$ cat config.mk
export PLATFORM = sky130hd
export DESIGN_NAME = flash_update_write_order_guard
export DESIGN_NICKNAME = d
export VERILOG_FILES = /design/src/rtl/fuwog_pkg.sv /design/src/rtl/fuwog_div.sv /design/src/rtl/flash_update_write_order_guard.sv
export SDC_FILE = /design/constraint.sdc
export NUM_CORES = 2
export LEC_CHECK = 0
export BUFFER_PORTS_ARGS = -buffer_cell sky130_fd_sc_hd__buf_4
export CAP_MARGIN = 0
export CORE_AREA = 2 2 404 286
export DETAILED_ROUTE_END_ITERATION = 10
export DIE_AREA = 0 0 406 288
export GPL_TIMING_DRIVEN = 0
export PLACE_DENSITY = 0.85
export SETUP_SLACK_MARGIN = 0.4
export SKIP_LAST_GASP = 1
export SYNTH_ARGS = -nofsm -noshare
export SYNTH_HDL_FRONTEND = slang
export SYNTH_SLANG_ARGS = --single-unit
$ cat constraint.sdc
create_clock -name clock -period 7.6 [get_ports clock]
set_input_delay 1.14 -clock clock [delete_from_list [all_inputs] [get_ports clock]]
set_output_delay 1.14 -clock clock [all_outputs]
set_load 0.05 [all_outputs]
$ cat src/rtl/fuwog_pkg.sv
// Shared types and constants for the flash update write-order guard.
// No dependencies; imported by the sequencer, the divider and the port checker.
package fuwog_pkg;

   // Command codes carried in the operation field
   localparam logic [2:0] OP_ABORT         = 3'd0;
   localparam logic [2:0] OP_BEGIN_ERASE   = 3'd1;
   localparam logic [2:0] OP_END_ERASE     = 3'd2;
   localparam logic [2:0] OP_CHECK_PROGRAM = 3'd3;
   localparam logic [2:0] OP_END_PROGRAM   = 3'd4;

   // Guard phases
   localparam logic [1:0] PHASE_IDLE        = 2'd0;
   localparam logic [1:0] PHASE_ERASING     = 2'd1;
   localparam logic [1:0] PHASE_READY       = 2'd2;
   localparam logic [1:0] PHASE_PROGRAMMING = 2'd3;

   // Configuration register indexes
   localparam logic [1:0] CSR_ERASE_BLOCK_BYTES = 2'd0;
   localparam logic [1:0] CSR_WINDOW_START      = 2'd1;
   localparam logic [1:0] CSR_WINDOW_END        = 2'd2;

   // Erase block size after reset
   localparam logic [31:0] ERASE_BLOCK_RESET = 32'd4096;

   // Stream payload widths, padded to whole bytes
   localparam int REQ_DATA_W = 88;
   localparam int RSP_DATA_W = 40;

   // Divider step count and its counter width
   localparam int DIV_STEPS = 32;
   localparam int DIV_CNT_W = $clog2(DIV_STEPS);

   // Handshake between sequencer and divider
   typedef struct packed {
      logic start;
   } div_req_type;

   typedef struct packed {
      logic busy;
      logic done;
   } div_status_type;

endpackage

$ cat src/rtl/fuwog_div.sv
// Iterative restoring divider that keeps only the remainder: one dividend bit per cycle.
// Depends on fuwog_pkg; used by the top level for the erase alignment check.
module fuwog_div
   import fuwog_pkg::*;
(
   input  logic           clock,
   input  logic           reset,
   input  div_req_type    ctl,
   input  logic [31:0]    dividend,
   input  logic [31:0]    divisor,
   output div_status_type status,
   output logic [31:0]    remainder
);

   logic                 busy_ff, busy_in;
   logic                 done_ff, done_in;
   logic [DIV_CNT_W-1:0] cnt_ff, cnt_in;
   logic [31:0]          rem_ff, rem_in;
   logic [31:0]          num_ff, num_in;
   logic [33:0]          diff;

   // Trial subtraction of the divisor from the shifted partial remainder
   assign diff = {1'b0, rem_ff, num_ff[31]} - {2'b00, divisor};

   // Sequence the steps
   always_comb begin
      busy_in = busy_ff;
      done_in = 1'b0;
      cnt_in  = cnt_ff;
      rem_in  = rem_ff;
      num_in  = num_ff;
      if (ctl.start) begin
         busy_in = 1'b1;
         cnt_in  = '0;
         rem_in  = '0;
         num_in  = dividend;
      end else if (busy_ff) begin
         if (diff[33]) begin
            rem_in = {rem_ff[30:0], num_ff[31]};
         end else begin
            rem_in = diff[31:0];
         end
         num_in = {num_ff[30:0], 1'b0};
         cnt_in = cnt_ff + 1'b1;
         if (cnt_ff == DIV_CNT_W'(DIV_STEPS - 1)) begin
            busy_in = 1'b0;
            done_in = 1'b1;
         end
      end
   end

   always_ff @(posedge clock) begin
      if (reset) begin
         busy_ff <= 1'b0;
         done_ff <= 1'b0;
         cnt_ff  <= '0;
      end else begin
         busy_ff <= busy_in;
         done_ff <= done_in;
         cnt_ff  <= cnt_in;
      end
      rem_ff <= rem_in;
      num_ff <= num_in;
   end

   assign status.busy = busy_ff;
   assign status.done = done_ff;
   assign remainder   = rem_ff;

endmodule

$ cat src/rtl/flash_update_write_order_guard.sv
// A request passes the execute state, then, for a begin erase that passes the range
// checks, the divide state while the iterative divider runs, then the output state.
// One request is in flight at a time: a new request is taken only once the result
// is loaded for output, which waits while a previous result is stalled.
// Synchronous active-high reset clears the guard to idle, the erase block size
// to 4096 and the window to zero. Depends on fuwog_pkg and fuwog_div.
module flash_update_write_order_guard
   import fuwog_pkg::*;
(
   input  logic                  clock,
   input  logic                  reset,
   // Request stream
   input  logic                  req_tvalid,
   output logic                  req_tready,
   // [2:0] operation, [34:3] address, [66:35] erase block count, [82:67] length,
   // [83] success, [87:84] zero
   input  logic [REQ_DATA_W-1:0] req_tdata,
   // Result stream
   output logic                  rsp_tvalid,
   input  logic                  rsp_tready,
   // [0] ok, [2:1] phase, [3] finish_allowed, [35:4] next_address, [39:36] zero
   output logic [RSP_DATA_W-1:0] rsp_tdata,
   // Configuration writes
   input  logic                  csr_valid,
   output logic                  csr_ready,
   input  logic [1:0]            csr_index,
   input  logic [31:0]           csr_data
);

   typedef enum logic [1:0] {
      S_IDLE,
      S_EXEC,
      S_DIV,
      S_OUT
   } seq_state_type;

   seq_state_type state_ff, state_in;

   // Configuration
   logic [31:0] block_bytes_ff, win_start_ff, win_end_ff;

   // Guard state
   logic [1:0]  phase_ff, phase_in;
   logic [31:0] erased_start_ff, erased_start_in;
   logic [31:0] erased_end_ff, erased_end_in;
   logic [31:0] wptr_ff, wptr_in;

   // Latched request
   logic [2:0]  op_ff;
   logic [31:0] addr_ff, count_ff;
   logic [15:0] len_ff;
   logic        succ_ff;

   // Working registers
   logic        ok_ff, ok_in;
   logic [63:0] prod_ff, prod_in;
   logic        rsp_valid_ff, rsp_valid_in;
   logic [RSP_DATA_W-1:0] rsp_data_ff, rsp_data_in;

   div_req_type    div_ctl;
   div_status_type div_status;
   logic [31:0]    div_rem;

   logic        req_fire;
   logic        erase_pre_ok, program_ok, fin;
   logic [31:0] avail;

   assign req_fire  = req_tvalid && req_tready;
   assign req_tready = (state_ff == S_IDLE);
   assign csr_ready  = 1'b1;

   // Range checks on the latched request
   assign avail = win_end_ff - addr_ff;
   assign erase_pre_ok = (block_bytes_ff != '0) && (count_ff != '0) &&
                         (win_start_ff < win_end_ff) && (addr_ff >= win_start_ff) &&
                         (addr_ff < win_end_ff);
   assign program_ok = (len_ff != '0) &&
                       ((phase_ff == PHASE_READY) || (phase_ff == PHASE_PROGRAMMING)) &&
                       (addr_ff == wptr_ff) && (addr_ff >= erased_start_ff) &&
                       (addr_ff < erased_end_ff) &&
                       ({16'h0000, len_ff} <= (erased_end_ff - addr_ff));
   assign fin = (phase_ff == PHASE_PROGRAMMING) && (wptr_ff > erased_start_ff);

   fuwog_div u_div (
      .clock     (clock),
      .reset     (reset),
      .ctl       (div_ctl),
      .dividend  (addr_ff),
      .divisor   (block_bytes_ff),
      .status    (div_status),
      .remainder (div_rem)
   );

   // Sequencer and guard update
   always_comb begin
      state_in        = state_ff;
      phase_in        = phase_ff;
      erased_start_in = erased_start_ff;
      erased_end_in   = erased_end_ff;
      wptr_in         = wptr_ff;
      ok_in           = ok_ff;
      prod_in         = prod_ff;
      rsp_valid_in    = rsp_valid_ff;
      rsp_data_in     = rsp_data_ff;
      div_ctl.start   = 1'b0;

      // Drop the result once taken
      if (rsp_valid_ff && rsp_tready) begin
         rsp_valid_in = 1'b0;
      end

      unique case (state_ff)
         S_IDLE: begin
            if (req_fire) begin
               ok_in    = 1'b0;
               state_in = S_EXEC;
            end
         end
         S_EXEC: begin
            state_in = S_OUT;
            case (op_ff)
               OP_ABORT: begin
                  phase_in        = PHASE_IDLE;
                  erased_start_in = '0;
                  erased_end_in   = '0;
                  wptr_in         = '0;
               end
               OP_BEGIN_ERASE: begin
                  if (erase_pre_ok) begin
                     prod_in       = 64'(count_ff) * 64'(block_bytes_ff);
                     div_ctl.start = 1'b1;
                     state_in      = S_DIV;
                  end
               end
               OP_END_ERASE: begin
                  if (phase_ff == PHASE_ERASING) begin
                     if (succ_ff) begin
                        phase_in = PHASE_READY;
                     end else begin
                        phase_in        = PHASE_IDLE;
                        erased_start_in = '0;
                        erased_end_in   = '0;
                        wptr_in         = '0;
                     end
                  end
               end
               OP_CHECK_PROGRAM: begin
                  ok_in = program_ok;
               end
               OP_END_PROGRAM: begin
                  if (succ_ff && ((phase_ff == PHASE_READY) ||
                                  (phase_ff == PHASE_PROGRAMMING))) begin
                     wptr_in  = wptr_ff + 32'(len_ff);
                     phase_in = PHASE_PROGRAMMING;
                  end
               end
               default: begin
               end
            endcase
         end
         S_DIV: begin
            // Commit the erase range once alignment and span are known
            if (div_status.done) begin
               state_in = S_OUT;
               if ((div_rem == '0) && (prod_ff <= {32'h0000_0000, avail})) begin
                  ok_in           = 1'b1;
                  erased_start_in = addr_ff;
                  erased_end_in   = addr_ff + prod_ff[31:0];
                  wptr_in         = addr_ff;
                  phase_in        = PHASE_ERASING;
               end
            end
         end
         S_OUT: begin
            // Load the result once the output slot is free
            if (!rsp_valid_ff || rsp_tready) begin
               rsp_valid_in = 1'b1;
               rsp_data_in  = {4'h0, wptr_ff, fin, phase_ff, ok_ff};
               state_in     = S_IDLE;
            end
         end
         default: begin
            state_in = S_IDLE;
         end
      endcase
   end

   always_ff @(posedge clock) begin
      if (reset) begin
         state_ff        <= S_IDLE;
         phase_ff        <= PHASE_IDLE;
         erased_start_ff <= '0;
         erased_end_ff   <= '0;
         wptr_ff         <= '0;
         rsp_valid_ff    <= 1'b0;
         ok_ff           <= 1'b0;
      end else begin
         state_ff        <= state_in;
         phase_ff        <= phase_in;
         erased_start_ff <= erased_start_in;
         erased_end_ff   <= erased_end_in;
         wptr_ff         <= wptr_in;
         rsp_valid_ff    <= rsp_valid_in;
         ok_ff           <= ok_in;
      end
      prod_ff     <= prod_in;
      rsp_data_ff <= rsp_data_in;
   end

   // Capture the request
   always_ff @(posedge clock) begin
      if (req_fire) begin
         op_ff    <= req_tdata[2:0];
         addr_ff  <= req_tdata[34:3];
         count_ff <= req_tdata[66:35];
         len_ff   <= req_tdata[82:67];
         succ_ff  <= req_tdata[83];
      end
   end

   // Configuration registers
   always_ff @(posedge clock) begin
      if (reset) begin
         block_bytes_ff <= ERASE_BLOCK_RESET;
         win_start_ff   <= '0;
         win_end_ff     <= '0;
      end else if (csr_valid && csr_ready) begin
         unique case (csr_index)
            CSR_ERASE_BLOCK_BYTES: block_bytes_ff <= csr_data;
            CSR_WINDOW_START:      win_start_ff   <= csr_data;
            CSR_WINDOW_END:        win_end_ff     <= csr_data;
            default: begin
            end
         endcase
      end
   end

   assign rsp_tvalid = rsp_valid_ff;
   assign rsp_tdata  = rsp_data_ff;

endmodule

==> results.md <==
Run status:
- The flow ran to the end, but the final reports show violations.
- The final reports fail on setup timing.

Cells and area:
- In the final design database the tool counted 8863 nets.
- Cells with a size suffix above 1 make up 13.3% of the layout.
- Relative to the synthesized area, the layout overhead comes to 16.1%.

Place:
- Buffers placed on the I/O ports in this run total 160.
- Before CTS, the worst setup slack after placement is -2.12 ns.
- Summed over all nets, the half-perimeter wirelength after detailed placement is 204000 um.
- At the end of routability-driven placement, the weighted congestion stood at 1.08.

Power and ir drop:
- For this design the ratio of total power to cell area is 307 nW/um^2.
- After layout, the design draws a total of 22.0 mW.
- For this design the static power due to leakage is 33.0 nW.
- IR analysis of the VDD net gives a maximum drop of 0.500 mV.

Setup path:
- The most numerous cell type found on the critical path is fa_1.
- The data arrival time of the critical path is 8.52 ns.
- The startpoint type of the worst setup path is a flip-flop.
- The largest individual stage delay along the critical path comes from the cell fa_1.
- The largest incremental delay on the critical path is 0.61 ns.
- The critical path data required time is 8.03 ns.
- Along the worst path, the maximum fanout reaches 8.
- The classification of the worst setup path is reg2reg.
- STA classifies the critical path endpoint as a flip-flop.

Clock network:
- The clock tree root driver cell is clkbuf_16.
- The register clock-pin slew on the reported worst setup and hold paths is 0.07 ns.
- At the later pin of the worst-skew pair, clock insertion delay measures 0.68 ns.
- Buffers inserted to repair hold after CTS numbered 0.
- Counting the buffers created by CTS gives 51.
- In this run the number of H-tree levels came out at 2.
- The TritonCTS clock tree is yes.
- The number of buffers on the longest clock path is 3.
- The clock drives 453 sinks.

Routing:
- Dividing the detail-routed via count by the number of cells gives 6.23.
- The count of TritonRoute iterations in the first routing pass is 7.
- The iteration-0 DRC count of the detailed router is 7849.
- The detail-routed net length per standard cell is 29.2 um.
- The sum of routed wire length over all layers is 258000 um.
- For this run, design rule violations remaining after detail routing come to 0.
- Across all layers, the routed design uses 55228 vias.
- The remaining antenna violation count after routing is 0.

Floorplanning:
- The area of the core is 114000 sq um.
- The number of cell rows is 104.
- Once the floorplan was initialized, standard cells occupied 54.3% of the core.
- The die is 288 um tall.
- The top-level port count is 170.
- The area of the die is 117000 sq um.
- From left edge to right edge, the die measures 406 um.

STA:
- The post-route minimum period is 8.09 ns.
- The max-slew violation count is 0.
- The worst relative slew slack is 5.15%.
- The final clock skew is 0.0478 ns.
- Setup total negative slack on the finished layout was measured at -5.73 ns.
- The final count of negative-setup-slack endpoints is 23.
- Once routing completed, OpenROAD measured the worst setup slack at -0.488 ns.
- The count of endpoints failing hold in the final timing report is 0.
- The slew at the pin closest to its max-slew limit is 1.41 ns.
- The worst path uses 106% of the clock period.
- Setup repair after global routing could not meet its margin everywhere.
- Derived from the worst setup path, the maximum achievable clock frequency is 0.124 GHz.

Global routing:
- The via count of the first global-routing pass is 53395.
- The pin count of the biggest net entering global routing is 54.
- The first global-routing pass estimated 368000 um of wire.
- After global routing the overflow that remains totals 0.
- The initial antenna violation count is 45.
- Global routing used 44.1% of the available tracks across all layers.

Synth:
- The share of the yosys chip area belonging to registers is 18.2%.
- A synthesized cell averages 9.07 sq um.
- The fraction of registers with async set/reset is 0%.
- The cell count after synthesis is 6801.
- The top flip-flop cell by instance count after synthesis is dfxtp_1.
- Yosys mapped a number of flops with a built-in enable equal to 216.
- The synthesized design contains 453 register bits.
- The mapped cell area is 61700 sq um.
- For this run, the number of Yosys warnings is 0.
- The number of different library cells used by synthesis comes to 91.

Run:
- The max-capacitance violation count is 0.

Min path:
- The class of the worst hold path is reg2reg.
==> per-stage QoR <==
| step | utilization [%] | cell area (sq um) | instances | hold slack (ns) |
|---|---|---|---|---|
| global route | 63.0 | 71500 | 8837 | 0.471 |
| finish | 63.0 | 71600 | 8864 | 0.454 |
| CTS | 61.9 | 70300 | 8752 | 0.457 |
| floorplan | - | 61700 | 6804 | 0.408 |
| detailed placement | 57.2 | 64900 | 8504 | 0.448 |
| global placement | 57.1 | 64900 | 8501 | 0.443 |
==> cell usage after synthesis, drive strengths merged, types with 14 or more instances <==
library cell	count	area share, %
nand2	844	5.1
buf	33	0.30
o21ai	154	1.2
nor3	80	0.65
xor2	102	1.4
mux2i	14	0.23
a311oi	22	0.32
clkbuf	308	1.9
ha	587	12
nor2	190	1.2
nand2b	34	0.34
o21a	44	0.54
nor2b	38	0.39
a211o	17	0.24
o211ai	16	0.19
o21bai	22	0.27
a31oi	30	0.31
nand3	118	0.97
xnor2	96	1.4
a21oi	399	3.2
nor4	61	0.63
or3	18	0.18
and3	26	0.26
nand4	80	0.81
a221oi	20	0.28
dfxtp	237	7.7
edfxtp	216	11
inv	1075	6.5
and2	634	6.4
a211oi	46	0.56
fa	901	29
mux2	33	0.61
o31ai	14	0.17
a21o	129	1.6
==> registers in the layout, summed over array words and instances (netlist names), 2 cells and up <==
name,cells
u_div.cnt_ff,5
u_div.num_ff,32
addr_ff,32
win_end_ff,32
erased_start_ff,32
rsp_tdata,36
op_ff,3
prod_ff,64
len_ff,16
u_div.remainder,32
wptr_ff,32
block_bytes_ff,32
erased_end_ff,32
count_ff,32
phase_ff,2
state_ff,2
win_start_ff,32
==> critical path, delay by kind of cell (launching register included) <==
| family | cells | cell delay (ns) |
|---|---|---|
| simple gates | 7 | 1.51 |
| buf+inv | 5 | 0.64 |
| fa+ha+maj | 9 | 4.40 |
| flops | 1 | 0.50 |
| compound gates | 4 | 0.82 |
==> cell usage in the layout (no fill, tap or decap), types with 25 or more instances in the layout <==
master,synthesis,final
buf_4,6,365
a21o_1,129,127
clkbuf_16,0,79
ha_1,587,565
inv_1,1075,1052
nand4_1,80,80
and2_1,633,619
nor2_1,190,185
a211oi_1,46,42
o21a_1,44,44
buf_6,2,45
mux2_1,31,31
dfxtp_1,237,219
o21ai_0,128,112
clkbuf_1,308,114
fa_2,0,51
o21ai_1,26,30
clkbuf_2,0,37
nor2b_1,38,35
nor3_1,80,78
nor4_1,60,59
nand2b_1,34,34
xnor2_1,96,88
edfxtp_1,216,216
nand2_1,843,837
clkbuf_4,0,40
clkbuf_8,0,64
xor2_1,102,102
fa_1,901,850
a21oi_1,397,377
buf_2,20,26
nand3_1,117,113
a31oi_1,29,25
diode_2,0,36
==> routing by layer <==
| metal | GRT usage (%) | vias up | part of all wire (%) |
|---|---|---|---|
| met5 | 0.612 | - | 0.18 |
| met4 | 16.3 | 24 | 4.7 |
| met3 | 20.4 | 713 | 18 |
| met2 | 56.4 | 4225 | 37 |
| met1 | 63.7 | 27286 | 40 |
| li1 | - | 22980 | - |
==> where the power goes <==
group          switching [mW]  internal, mW
Clock                    1.23          1.50
Sequential              0.482          3.09
Combinational            9.47          6.20
Total                    11.2          10.8
==> final timing paths <==
| check | from | end | slack [ns] | cells past startpoint |
|---|---|---|---|---|
| setup / recovery | count_ff[12] | prod_ff[63] | -0.49 | 25 |
| hold reg to reg | erased_start_ff[12] | erased_start_ff[12] | 0.45 | 2 |
| hold / removal | erased_start_ff[12] | erased_start_ff[12] | 0.45 | 2 |
| setup reg to reg | count_ff[12] | prod_ff[63] | -0.49 | 25 |
==> cell families (layout without fill, tap and decap cells) <==
kind of cell               Yosys count  in the layout  synth area share (%)
muxes                               47             47                 0.836
and+or+nand+nor                   2165           2165                  17.5
buffers and inverters             1416           1903                  8.72
AOI/OAI and AO/OA                 1032           1032                  10.8
other                                2             41                0.0122
xor gates and xnor gates           198            198                  2.81
DFF                                453            453                  18.2
adders and majority gates         1488           1488                  41.2
==> repair_timing <==
action                                  CTS  global route
buffers inserted                        150            75
pin swaps                                91           132
cloned                                    3             0
resized for setup                       671           200
endpoints found under the setup margin  146           138
==> layout make-up <==
type	instances	area (sq um)
plain buffers	340	2970
diodes	36	90.1
inverters	1075	4040
repair buffers	392	3260
clock inverters	26	332
multi-input cells	4935	46300
clock buffers	70	1420
well taps	1537	1920
fillers	9435	42000
flip-flops and latches	453	11300
No activity file was read; power rests on OpenSTA's default activity.
